===== src/rtl/core/kcio_pkg.sv =====
// shared constants and command/status types for the keyed cache
`default_nettype none

package kcio_pkg;

  // default sizing
  localparam int unsigned ENTRIES_DEF     = 16;
  localparam int unsigned HANDLE_BITS_DEF = 32;

  // fixed field widths
  localparam int unsigned KEY_BITS   = 64;
  localparam int unsigned VALUE_BITS = 32;
  localparam int unsigned MODE_BITS  = 2;
  localparam int unsigned LIMIT_BITS = 5;
  localparam int unsigned APB_AW     = 3;
  localparam int unsigned APB_DW     = 32;

  // operation codes
  localparam logic [MODE_BITS-1:0] MODE_GET   = 2'd0;
  localparam logic [MODE_BITS-1:0] MODE_SET   = 2'd1;
  localparam logic [MODE_BITS-1:0] MODE_CLEAR = 2'd2;

  // register index (paddr word select) and reset value
  localparam logic REG_MAX_ENTRIES = 1'b0;
  localparam logic [LIMIT_BITS-1:0] MAX_ENTRIES_RST = 5'd16;

  // controller to datapath
  typedef struct packed {
    logic capture;
    logic look;
    logic exec;
    logic deliver;
  } dp_cmd_t;

  // datapath to controller
  typedef struct packed {
    logic out_free;
  } dp_sts_t;

endpackage : kcio_pkg

`default_nettype wire


===== src/rtl/core/keyed_cache_insert_order_evict.sv =====
// keyed cache top level: configuration port, controller and datapath
//
//   channel  direction  handshake             payload
//   in       request in  in_valid_i/in_stall_o  mode_i key_i store_value_i
//   out      result out  out_valid_o/out_stall_i hit_o read_value_o evicted_o evicted_key_o
//   cfg      apb slave  psel/penable/pready   paddr pwdata prdata
//
// an accepted request passes key compare, table update and result hand-over in turn
// before its result is registered; the hand-over waits while the output is stalled.
// the next request is taken in the cycle after the hand-over, not before the last one is through.
// the registered key compare and the registered handle memory read set these steps.
// reset clears the valid bits, ranks and count at once; no clearing pass.
// a stalled output holds its result while the next request may be accepted.
`default_nettype none

module keyed_cache_insert_order_evict #(
  parameter int unsigned ENTRIES     = kcio_pkg::ENTRIES_DEF,
  parameter int unsigned HANDLE_BITS = kcio_pkg::HANDLE_BITS_DEF
) (
  input  wire logic                            clk_i,
  input  wire logic                            rst_ni,
  // request channel
  input  wire logic                            in_valid_i,
  output logic                                 in_stall_o,
  input  wire logic [kcio_pkg::MODE_BITS-1:0]  mode_i,
  input  wire logic [kcio_pkg::KEY_BITS-1:0]   key_i,
  input  wire logic [kcio_pkg::VALUE_BITS-1:0] store_value_i,
  // result channel
  output logic                                 out_valid_o,
  input  wire logic                            out_stall_i,
  output logic                                 hit_o,
  output logic      [kcio_pkg::VALUE_BITS-1:0] read_value_o,
  output logic                                 evicted_o,
  output logic      [kcio_pkg::KEY_BITS-1:0]   evicted_key_o,
  // configuration port
  input  wire logic                            psel,
  input  wire logic                            penable,
  input  wire logic                            pwrite,
  input  wire logic [kcio_pkg::APB_AW-1:0]     paddr,
  input  wire logic [kcio_pkg::APB_DW-1:0]     pwdata,
  output logic      [kcio_pkg::APB_DW-1:0]     prdata,
  output logic                                 pready
);

  import kcio_pkg::*;

  dp_cmd_t cmd;
  dp_sts_t sts;

  logic [LIMIT_BITS-1:0] max_entries_q;
  logic                  cfg_wr;

  // configuration register
  assign pready = 1'b1;
  assign cfg_wr = psel && penable && pwrite && pready;

  always_ff @(posedge clk_i or negedge rst_ni) begin
    if (!rst_ni) begin
      max_entries_q <= MAX_ENTRIES_RST;
    end else if (cfg_wr && (paddr[2] == REG_MAX_ENTRIES)) begin
      max_entries_q <= pwdata[LIMIT_BITS-1:0];
    end
  end

  assign prdata = (paddr[2] == REG_MAX_ENTRIES) ? APB_DW'(max_entries_q) : '0;

  // controller
  kcio_ctrl u_ctrl (
    .clk_i      (clk_i),
    .rst_ni     (rst_ni),
    .in_valid_i (in_valid_i),
    .in_stall_o (in_stall_o),
    .sts_i      (sts),
    .cmd_o      (cmd)
  );

  // datapath
  kcio_dp #(
    .ENTRIES     (ENTRIES),
    .HANDLE_BITS (HANDLE_BITS)
  ) u_dp (
    .clk_i         (clk_i),
    .rst_ni        (rst_ni),
    .cmd_i         (cmd),
    .sts_o         (sts),
    .max_entries_i (max_entries_q),
    .mode_i        (mode_i),
    .key_i         (key_i),
    .store_value_i (store_value_i),
    .out_valid_o   (out_valid_o),
    .out_stall_i   (out_stall_i),
    .hit_o         (hit_o),
    .read_value_o  (read_value_o),
    .evicted_o     (evicted_o),
    .evicted_key_o (evicted_key_o)
  );

  // one request in flight: an accepted request blocks the next one
  a_busy_after_accept: assert property (
    @(posedge clk_i) disable iff (!rst_ni)
    (in_valid_i && !in_stall_o) |=> in_stall_o
  ) else $error("request accepted while previous one still in flight");

  // a result is only handed over when the output register can take it
  a_deliver_free: assert property (
    @(posedge clk_i) disable iff (!rst_ni)
    cmd.deliver |-> sts.out_free
  ) else $error("result handed over onto a stalled output");

  // a new result appears only after a hand-over
  a_out_from_deliver: assert property (
    @(posedge clk_i) disable iff (!rst_ni)
    $rose(out_valid_o) |-> $past(cmd.deliver)
  ) else $error("output valid without a hand-over");

  // the controller issues at most one command per cycle
  a_cmd_onehot: assert property (
    @(posedge clk_i) disable iff (!rst_ni)
    $onehot0({cmd.capture, cmd.look, cmd.exec, cmd.deliver})
  ) else $error("more than one datapath command at once");

endmodule : keyed_cache_insert_order_evict

`default_nettype wire


===== src/rtl/core/kcio_ram.sv =====
// generic single write port ram with registered read
`default_nettype none

module kcio_ram #(
  parameter int unsigned WIDTH = 32,
  parameter int unsigned DEPTH = 16
) (
  input  wire logic                     clk_i,
  input  wire logic                     we_i,
  input  wire logic [$clog2(DEPTH)-1:0] waddr_i,
  input  wire logic [WIDTH-1:0]         wdata_i,
  input  wire logic                     re_i,
  input  wire logic [$clog2(DEPTH)-1:0] raddr_i,
  output logic      [WIDTH-1:0]         rdata_o
);

  logic [WIDTH-1:0] mem_q [DEPTH];
  logic [WIDTH-1:0] rdata_q;

  // write port
  always_ff @(posedge clk_i) begin
    if (we_i) begin
      mem_q[waddr_i] <= wdata_i;
    end
  end

  // registered read port
  always_ff @(posedge clk_i) begin
    if (re_i) begin
      rdata_q <= mem_q[raddr_i];
    end
  end

  assign rdata_o = rdata_q;

endmodule : kcio_ram

`default_nettype wire


===== src/rtl/core/kcio_ctrl.sv =====
// sequencing state machine for the keyed cache
`default_nettype none

module kcio_ctrl (
  input  wire logic              clk_i,
  input  wire logic              rst_ni,
  input  wire logic              in_valid_i,
  output logic                   in_stall_o,
  input  wire kcio_pkg::dp_sts_t sts_i,
  output kcio_pkg::dp_cmd_t      cmd_o
);

  import kcio_pkg::*;

  typedef enum logic [1:0] {
    ST_IDLE,
    ST_LOOK,
    ST_EXEC,
    ST_RESP
  } state_e;

  state_e state_q, state_d;

  // next state
  always_comb begin
    state_d = state_q;
    case (state_q)
      ST_IDLE: if (in_valid_i) state_d = ST_LOOK;
      ST_LOOK: state_d = ST_EXEC;
      ST_EXEC: state_d = ST_RESP;
      ST_RESP: if (sts_i.out_free) state_d = ST_IDLE;
      default: state_d = ST_IDLE;
    endcase
  end

  always_ff @(posedge clk_i or negedge rst_ni) begin
    if (!rst_ni) begin
      state_q <= ST_IDLE;
    end else begin
      state_q <= state_d;
    end
  end

  // command decode
  always_comb begin
    cmd_o         = '0;
    cmd_o.capture = (state_q == ST_IDLE) && in_valid_i;
    cmd_o.look    = (state_q == ST_LOOK);
    cmd_o.exec    = (state_q == ST_EXEC);
    cmd_o.deliver = (state_q == ST_RESP) && sts_i.out_free;
  end

  assign in_stall_o = (state_q != ST_IDLE);

endmodule : kcio_ctrl

`default_nettype wire


===== src/rtl/core/kcio_dp.sv =====
// key table, recency ranks, handle memory and result register
`default_nettype none

module kcio_dp #(
  parameter int unsigned ENTRIES     = kcio_pkg::ENTRIES_DEF,
  parameter int unsigned HANDLE_BITS = kcio_pkg::HANDLE_BITS_DEF
) (
  input  wire logic                                clk_i,
  input  wire logic                                rst_ni,
  input  wire kcio_pkg::dp_cmd_t                   cmd_i,
  output kcio_pkg::dp_sts_t                        sts_o,
  input  wire logic [kcio_pkg::LIMIT_BITS-1:0]     max_entries_i,
  input  wire logic [kcio_pkg::MODE_BITS-1:0]      mode_i,
  input  wire logic [kcio_pkg::KEY_BITS-1:0]       key_i,
  input  wire logic [kcio_pkg::VALUE_BITS-1:0]     store_value_i,
  output logic                                     out_valid_o,
  input  wire logic                                out_stall_i,
  output logic                                     hit_o,
  output logic      [kcio_pkg::VALUE_BITS-1:0]     read_value_o,
  output logic                                     evicted_o,
  output logic      [kcio_pkg::KEY_BITS-1:0]       evicted_key_o
);

  import kcio_pkg::*;

  localparam int unsigned IW = (ENTRIES > 1) ? $clog2(ENTRIES) : 1;
  localparam int unsigned CW = $clog2(ENTRIES + 1);
  localparam int unsigned LW = (CW > LIMIT_BITS) ? CW : LIMIT_BITS;

  // captured request
  logic [MODE_BITS-1:0]   op_mode_q;
  logic [KEY_BITS-1:0]    op_key_q;
  logic [HANDLE_BITS-1:0] op_val_q;

  // table state
  logic [KEY_BITS-1:0] key_q   [ENTRIES];
  logic [ENTRIES-1:0]  valid_q, valid_d;
  logic [IW-1:0]       rank_q  [ENTRIES];
  logic [IW-1:0]       rank_d  [ENTRIES];
  logic [CW-1:0]       count_q, count_d;

  // lookup results
  logic          hit_q, evict_need_q;
  logic [IW-1:0] hit_idx_q, old_idx_q;

  // staged result
  logic                res_hit_q, res_get_q, res_evict_q;
  logic [KEY_BITS-1:0] res_evk_q;

  // output register
  logic                  out_valid_q;
  logic                  out_hit_q, out_evict_q;
  logic [VALUE_BITS-1:0] out_read_q;
  logic [KEY_BITS-1:0]   out_evk_q;

  // handle memory ports
  logic                   ram_we, ram_re;
  logic [IW-1:0]          ram_waddr;
  logic [HANDLE_BITS-1:0] ram_rdata;

  // request capture
  always_ff @(posedge clk_i) begin
    if (cmd_i.capture) begin
      op_mode_q <= mode_i;
      op_key_q  <= key_i;
      op_val_q  <= HANDLE_BITS'(store_value_i);
    end
  end

  // effective capacity limit
  logic [LW-1:0] limit_w;
  always_comb begin
    limit_w = LW'(max_entries_i);
    if (max_entries_i == '0) begin
      limit_w = LW'(1);
    end else if (LW'(max_entries_i) > LW'(ENTRIES)) begin
      limit_w = LW'(ENTRIES);
    end
  end

  // parallel key compare and oldest entry search
  logic [ENTRIES-1:0] match_w, oldest_w;
  logic [IW-1:0]      match_idx_w, old_idx_w;
  logic [CW-1:0]      count_m1_w;
  assign count_m1_w = count_q - CW'(1);

  always_comb begin
    match_idx_w = '0;
    old_idx_w   = '0;
    for (int i = 0; i < ENTRIES; i++) begin
      match_w[i]  = valid_q[i] && (key_q[i] == op_key_q);
      oldest_w[i] = valid_q[i] && (CW'(rank_q[i]) == count_m1_w);
      match_idx_w = match_idx_w | (match_w[i] ? IW'(i) : '0);
      old_idx_w   = old_idx_w | (oldest_w[i] ? IW'(i) : '0);
    end
  end

  always_ff @(posedge clk_i) begin
    if (cmd_i.look) begin
      hit_q        <= |match_w;
      hit_idx_q    <= match_idx_w;
      old_idx_q    <= old_idx_w;
      evict_need_q <= (LW'(count_q) >= limit_w) && (count_q != '0);
    end
  end

  // free slot after a possible eviction
  logic               is_set_w, is_get_w, do_evict_w, found_w;
  logic [ENTRIES-1:0] old_oh_w, kept_w, free_w, free_oh_w;
  logic [IW-1:0]      free_idx_w, hit_rank_w;

  assign is_set_w   = (op_mode_q == MODE_SET);
  assign is_get_w   = (op_mode_q == MODE_GET);
  assign do_evict_w = is_set_w && !hit_q && evict_need_q;
  assign old_oh_w   = ENTRIES'(1) << old_idx_q;
  assign kept_w     = valid_q & ~(do_evict_w ? old_oh_w : '0);
  assign free_w     = ~kept_w;
  assign free_oh_w  = free_w & (~free_w + ENTRIES'(1));
  assign found_w    = |free_w;
  assign hit_rank_w = rank_q[hit_idx_q];

  always_comb begin
    free_idx_w = '0;
    for (int i = 0; i < ENTRIES; i++) begin
      free_idx_w = free_idx_w | (free_oh_w[i] ? IW'(i) : '0);
    end
  end

  // table update
  always_comb begin
    valid_d = valid_q;
    count_d = count_q;
    for (int i = 0; i < ENTRIES; i++) begin
      rank_d[i] = rank_q[i];
    end
    if (cmd_i.exec) begin
      case (op_mode_q)
        MODE_SET: begin
          if (hit_q) begin
            for (int i = 0; i < ENTRIES; i++) begin
              if (valid_q[i] && (rank_q[i] < hit_rank_w)) begin
                rank_d[i] = rank_q[i] + IW'(1);
              end
            end
            rank_d[hit_idx_q] = '0;
          end else begin
            for (int i = 0; i < ENTRIES; i++) begin
              if (kept_w[i]) begin
                rank_d[i] = rank_q[i] + IW'(1);
              end else if (do_evict_w && old_oh_w[i]) begin
                rank_d[i] = '0;
              end
            end
            if (found_w) begin
              rank_d[free_idx_w] = '0;
            end
            valid_d = kept_w | (found_w ? free_oh_w : '0);
            count_d = count_q - CW'(do_evict_w) + CW'(found_w);
          end
        end
        MODE_CLEAR: begin
          valid_d = '0;
          count_d = '0;
          for (int i = 0; i < ENTRIES; i++) begin
            rank_d[i] = '0;
          end
        end
        default: ;
      endcase
    end
  end

  always_ff @(posedge clk_i or negedge rst_ni) begin
    if (!rst_ni) begin
      valid_q <= '0;
      count_q <= '0;
      for (int i = 0; i < ENTRIES; i++) begin
        rank_q[i] <= '0;
      end
    end else begin
      valid_q <= valid_d;
      count_q <= count_d;
      for (int i = 0; i < ENTRIES; i++) begin
        rank_q[i] <= rank_d[i];
      end
    end
  end

  // key write for a new entry
  always_ff @(posedge clk_i) begin
    if (cmd_i.exec && is_set_w && !hit_q && found_w) begin
      key_q[free_idx_w] <= op_key_q;
    end
  end

  // handle memory access
  assign ram_we    = cmd_i.exec && is_set_w && (hit_q || found_w);
  assign ram_waddr = hit_q ? hit_idx_q : free_idx_w;
  assign ram_re    = cmd_i.exec && is_get_w && hit_q;

  kcio_ram #(
    .WIDTH (HANDLE_BITS),
    .DEPTH (ENTRIES)
  ) u_handle_ram (
    .clk_i   (clk_i),
    .we_i    (ram_we),
    .waddr_i (ram_waddr),
    .wdata_i (op_val_q),
    .re_i    (ram_re),
    .raddr_i (hit_idx_q),
    .rdata_o (ram_rdata)
  );

  // result staging
  always_ff @(posedge clk_i) begin
    if (cmd_i.exec) begin
      res_hit_q   <= (is_get_w || is_set_w) && hit_q;
      res_get_q   <= is_get_w && hit_q;
      res_evict_q <= do_evict_w;
      res_evk_q   <= do_evict_w ? key_q[old_idx_q] : '0;
    end
  end

  // output register
  always_ff @(posedge clk_i or negedge rst_ni) begin
    if (!rst_ni) begin
      out_valid_q <= 1'b0;
    end else if (cmd_i.deliver) begin
      out_valid_q <= 1'b1;
    end else if (!out_stall_i) begin
      out_valid_q <= 1'b0;
    end
  end

  always_ff @(posedge clk_i) begin
    if (cmd_i.deliver) begin
      out_hit_q   <= res_hit_q;
      out_read_q  <= res_get_q ? VALUE_BITS'(ram_rdata) : '0;
      out_evict_q <= res_evict_q;
      out_evk_q   <= res_evk_q;
    end
  end

  assign sts_o.out_free = !out_valid_q || !out_stall_i;

  assign out_valid_o   = out_valid_q;
  assign hit_o         = out_hit_q;
  assign read_value_o  = out_read_q;
  assign evicted_o     = out_evict_q;
  assign evicted_key_o = out_evk_q;

endmodule : kcio_dp

`default_nettype wire


===== config.mk =====
export PLATFORM = sky130hd
export DESIGN_NAME = keyed_cache_insert_order_evict
export DESIGN_NICKNAME = d
export VERILOG_FILES = /design/src/rtl/core/kcio_pkg.sv /design/src/rtl/core/keyed_cache_insert_order_evict.sv /design/src/rtl/core/kcio_ram.sv /design/src/rtl/core/kcio_ctrl.sv /design/src/rtl/core/kcio_dp.sv
export SDC_FILE = /design/constraint.sdc
export NUM_CORES = 2
export LEC_CHECK = 0
export ABC_CLOCK_PERIOD_IN_PS = 7850
export BUFFER_PORTS_ARGS = -buffer_cell sky130_fd_sc_hd__buf_4
export CORE_ASPECT_RATIO = 1.5
export CORE_MARGIN = 2
export CORE_UTILIZATION = 30
export DETAILED_ROUTE_END_ITERATION = 7
export PLACE_DENSITY_LB_ADDON = 0.08
export SLEW_MARGIN = 0
export SYNTH_ARGS = -nofsm -noshare
export SYNTH_HDL_FRONTEND = slang
export SYNTH_SLANG_ARGS = --single-unit

===== constraint.sdc =====
create_clock -name clk_i -period 7.85 [get_ports clk_i]
set_clock_uncertainty 0.05 [all_clocks]
set_input_delay 1.57 -clock clk_i [delete_from_list [all_inputs] [get_ports clk_i]]
set_output_delay 1.57 -clock clk_i [all_outputs]
set_load 0.02 [all_outputs]

==> flow_summary.yaml <==
layout:
  multi_input_area_sq_um: 31100
  fin_cells: 10100
  nets: 6177
  drive_above_1_share_pct: 22.6
  syn_to_final_growth_pct: 16.4
  stdcell_area_sq_um: 105000
  fill_cells: 28700
  seqCellArea_sq_um: 57600
clocking:
  cts.sinks: 1934
  clk_latency_ps: 940
  cts_max_path_buffers: 4
  cts_tree: "yes"
  post_cts_buffers: 0
  cts-root-buf: "clkbuf_16"
  path_clk_slew_ps: 60
  cts_buffers: 217
  ctsHoldBuffers: 0
  cts_resized: 0
  cts.htree.levels: 4
worst_setup_path:
  crit_chain: "inv_1 -> ha_1 -> buf_4 -> nor4bb_2 -> nor4_4 -> nand3_1 -> a21oi_1 -> o41ai_1 -> nand2b_1 -> nor2_4 -> buf_4"
  cpMostUsedCell: "buf_4"
  critPathBufInv: 3
  end_kind: "flip-flop"
  worstRegToRegCells: 11
  critical-path-top-delay-family: "simple AND/OR/NAND/NOR gates"
  crit_arrival_ps: 6090
  crit_slowest_cell: "nor4bb_2"
  critPathRequiredTime_ps: 8370
  crit_path_start_kind: "flip-flop"
  path_class: "flip-flop to flip-flop"
  crit_cells: 11
  crit_path_max_incr_delay_ps: 1100
  path_max_fanout: 22
outcome:
  status: "finished with violations"
  violations: "max-capacitance violations, max-slew violations"
synthesis:
  ys_dominant_reg_cell: "edfxtp_1"
  syn_avg_cell_area_sq_um: 16.1
  ys_warn_count: 0
  ys_types: 95
  ys_ff_latch: 1934
  synth_cells: 5586
  yosysSeqAreaShare_pct: 63.9
  async_flop_share_pct: 4.81
  syn_area_sq_um: 90200
  synth_edf_count: 1841
route:
  vias_per_cell: 5.72
  ant_nets: 0
  dr.pass1.iters: 8
  drc: 0
  dr_total_vias: 58000
  drt_iter0_drc: 6562
  wire_per_inst_um: 49.2
  routed_wl_um: 499000
timing:
  rsz0062_at_grt: "no"
  max-slew-margin-rel_pct: -7.53
  setup_viol: 0
  setup_ws_ps: 2270
  hold_viol_final: 0
  period_needed_ps: 5580
  fin_crit_sh_pct: 71.0
  tightest_slew_ps: 1610
  fmax_mhz: 179
  slew_viol_final: 2
hold_path:
  min_path_type: "flip-flop to flip-flop"
  hold_depth: 0
placement:
  place_congestion: 1.09
  placed_cells: 9692
  place_area_sq_um: 98000
  dp_slack_ps: 2280
  dpl.hpwl_um: 377000
  port_buffers: 215
floorplanning:
  num_rows: 246
  die_h_um: 675
  die_area_sq_um: 305000
  start_util_pct: 30.1
  ioPinCount: 273
  fp.dieW_um: 452
  core_region_area_sq_um: 299000
power_and_ir_drop:
  vdd_ir_drop_max_v: 0.000204
  power_density_nw_per_um2: 310
  p_leak_nw: 33.6
  p_total_mw: 32.5
global_route:
  grt_use_total_pct: 32.3
  grt_pass1_vias: 57700
  grt_overflow: 0
  grt_pass1_wl_um: 632000
  antenna_found_initial: 70
  grt_max_degree: 103
run:
  maxCapViolCount: 2
[where the power goes]
part | switching, mW | internal [mW]
clock | 4.56 | 5.64
sequential | 0.520 | 12.3
combinational | 6.45 | 3.03
total | 11.5 | 21.0
[placed cells by master (no fill, tap or decap), types with 100 or more instances in the layout]
cell and n:
inv_1 166, edfxtp_1 1841, nor2_1 110, and2_1 105
nand2_1 105, buf_4 454, o21ai_0 100, nor4_1 101
clkbuf_16 219, mux4_2 497, xor2_1 285, nand4_1 184
xnor2_1 531
[routing by layer]
metal	part of all wire [%]	vias up	GRT usage, %
met5	0.024	-	0
met3	5.0	976	4.86
met1	34	31400	34.3
met4	11	18	29.8
met2	50	2697	55.2
li1	-	22900	-
[registers in the layout (all words and copies together), names as in the netlist, 5 cells and up]
| signal | cells |
|---|---|
| u_dp.read_value_o | 32 |
| u_dp.op_key_q | 64 |
| u_dp.evicted_key_o | 64 |
| max_entries_q | 5 |
| u_dp.count_q | 5 |
| u_dp.rank_q | 64 |
| u_dp.res_evk_q | 64 |
| u_dp.u_handle_ram.mem_q | 512 |
| u_dp.valid_q | 16 |
| u_dp.op_val_q | 32 |
| u_dp.u_handle_ram.rdata_o | 32 |
| u_dp.key_q | 1024 |
[area by class of cell]
cell class / count / share of cell area [%]
Multi-Input combinational cell: 3149 / 29.6
Tap cell: 3968 / 4.73
Sequential cell: 1934 / 54.9
Antenna cell: 59 / 0.141
Timing Repair Buffer: 470 / 3.54
Clock inverter: 125 / 1.04
Clock buffer: 266 / 5.40
Inverter: 176 / 0.635
[synthesized netlist by cell type, types with 30 or more instances]
| cell | n | area [sq um] |
|---|---|---|
| and2_1 | 106 | 663 |
| xnor2_1 | 548 | 4800 |
| o21ai_0 | 101 | 505 |
| nand2_1 | 105 | 394 |
| nand2b_1 | 96 | 601 |
| nor2_1 | 137 | 514 |
| o22ai_1 | 88 | 551 |
| dfrtp_1 | 92 | 2300 |
| nor3_1 | 54 | 270 |
| inv_1 | 167 | 627 |
| clkbuf_1 | 194 | 728 |
| a221oi_1 | 43 | 377 |
| a21oi_1 | 84 | 420 |
| nand4_1 | 184 | 1150 |
| nand3_1 | 84 | 420 |
| xor2_1 | 292 | 2560 |
| nor2b_1 | 30 | 188 |
| nor4_1 | 117 | 732 |
| buf_1 | 86 | 323 |
| edfxtp_1 | 1841 | 55300 |
| a22oi_1 | 34 | 255 |
| mux4_2 | 497 | 11200 |
| buf_2 | 42 | 210 |
| ha_1 | 88 | 1100 |
| o2bb2ai_1 | 31 | 272 |
[worst paths after layout]
| check | startpoint | to | slack [ps] |
|---|---|---|---|
| setup reg to reg | u_dp.op_mode_q[1]$_DFFE_PP_ | u_dp.u_handle_ram.mem_q[5][20]$_DFFE_PP_ | 2270 |
| hold reg to reg | u_dp.res_evk_q[52]$_SDFFCE_PN0P_ | u_dp.evicted_key_o[52]$_DFFE_PP_ | 370 |
| hold / removal | u_dp.res_evk_q[52]$_SDFFCE_PN0P_ | u_dp.evicted_key_o[52]$_DFFE_PP_ | 370 |
| max in group asynchronous | rst_ni | u_dp.rank_q[11]$_DFFE_PN0P_ | 5700 |
| min in group asynchronous | rst_ni | u_dp.out_valid_o$_DFFE_PN0P_ | 690 |
| setup / recovery | u_dp.op_mode_q[1]$_DFFE_PP_ | u_dp.u_handle_ram.mem_q[5][20]$_DFFE_PP_ | 2270 |
[metrics by stage]
stage / utilization (%) / setup TNS [ps] / hold slack, ps
floorplan: - / -34700 / 350
global placement: 32.7 / 0 / 353
finish: 35.1 / 0 / 369
detailed placement: 32.7 / 0 / 355
global route: 35.1 / 0 / 374
CTS: 35.0 / 0 / 357
[cell families (layout without fill, tap and decap cells)]
family                   Yosys count  in the layout  share of synthesized area, %
flip-flops                      1934           1934                          63.9
AND/OR/NAND/NOR                  994            994                          6.16
XOR/XNOR                         840            840                          8.16
AO/OA/AOI/OAI                    675            675                          5.44
buffers and inverters            529           1037                          2.39
multiplexers                     523            523                          12.7
adder cells (fa/ha/maj)           89             89                          1.24
other                              2             87                       0.00833
No activity file was read; power rests on OpenSTA's default activity.
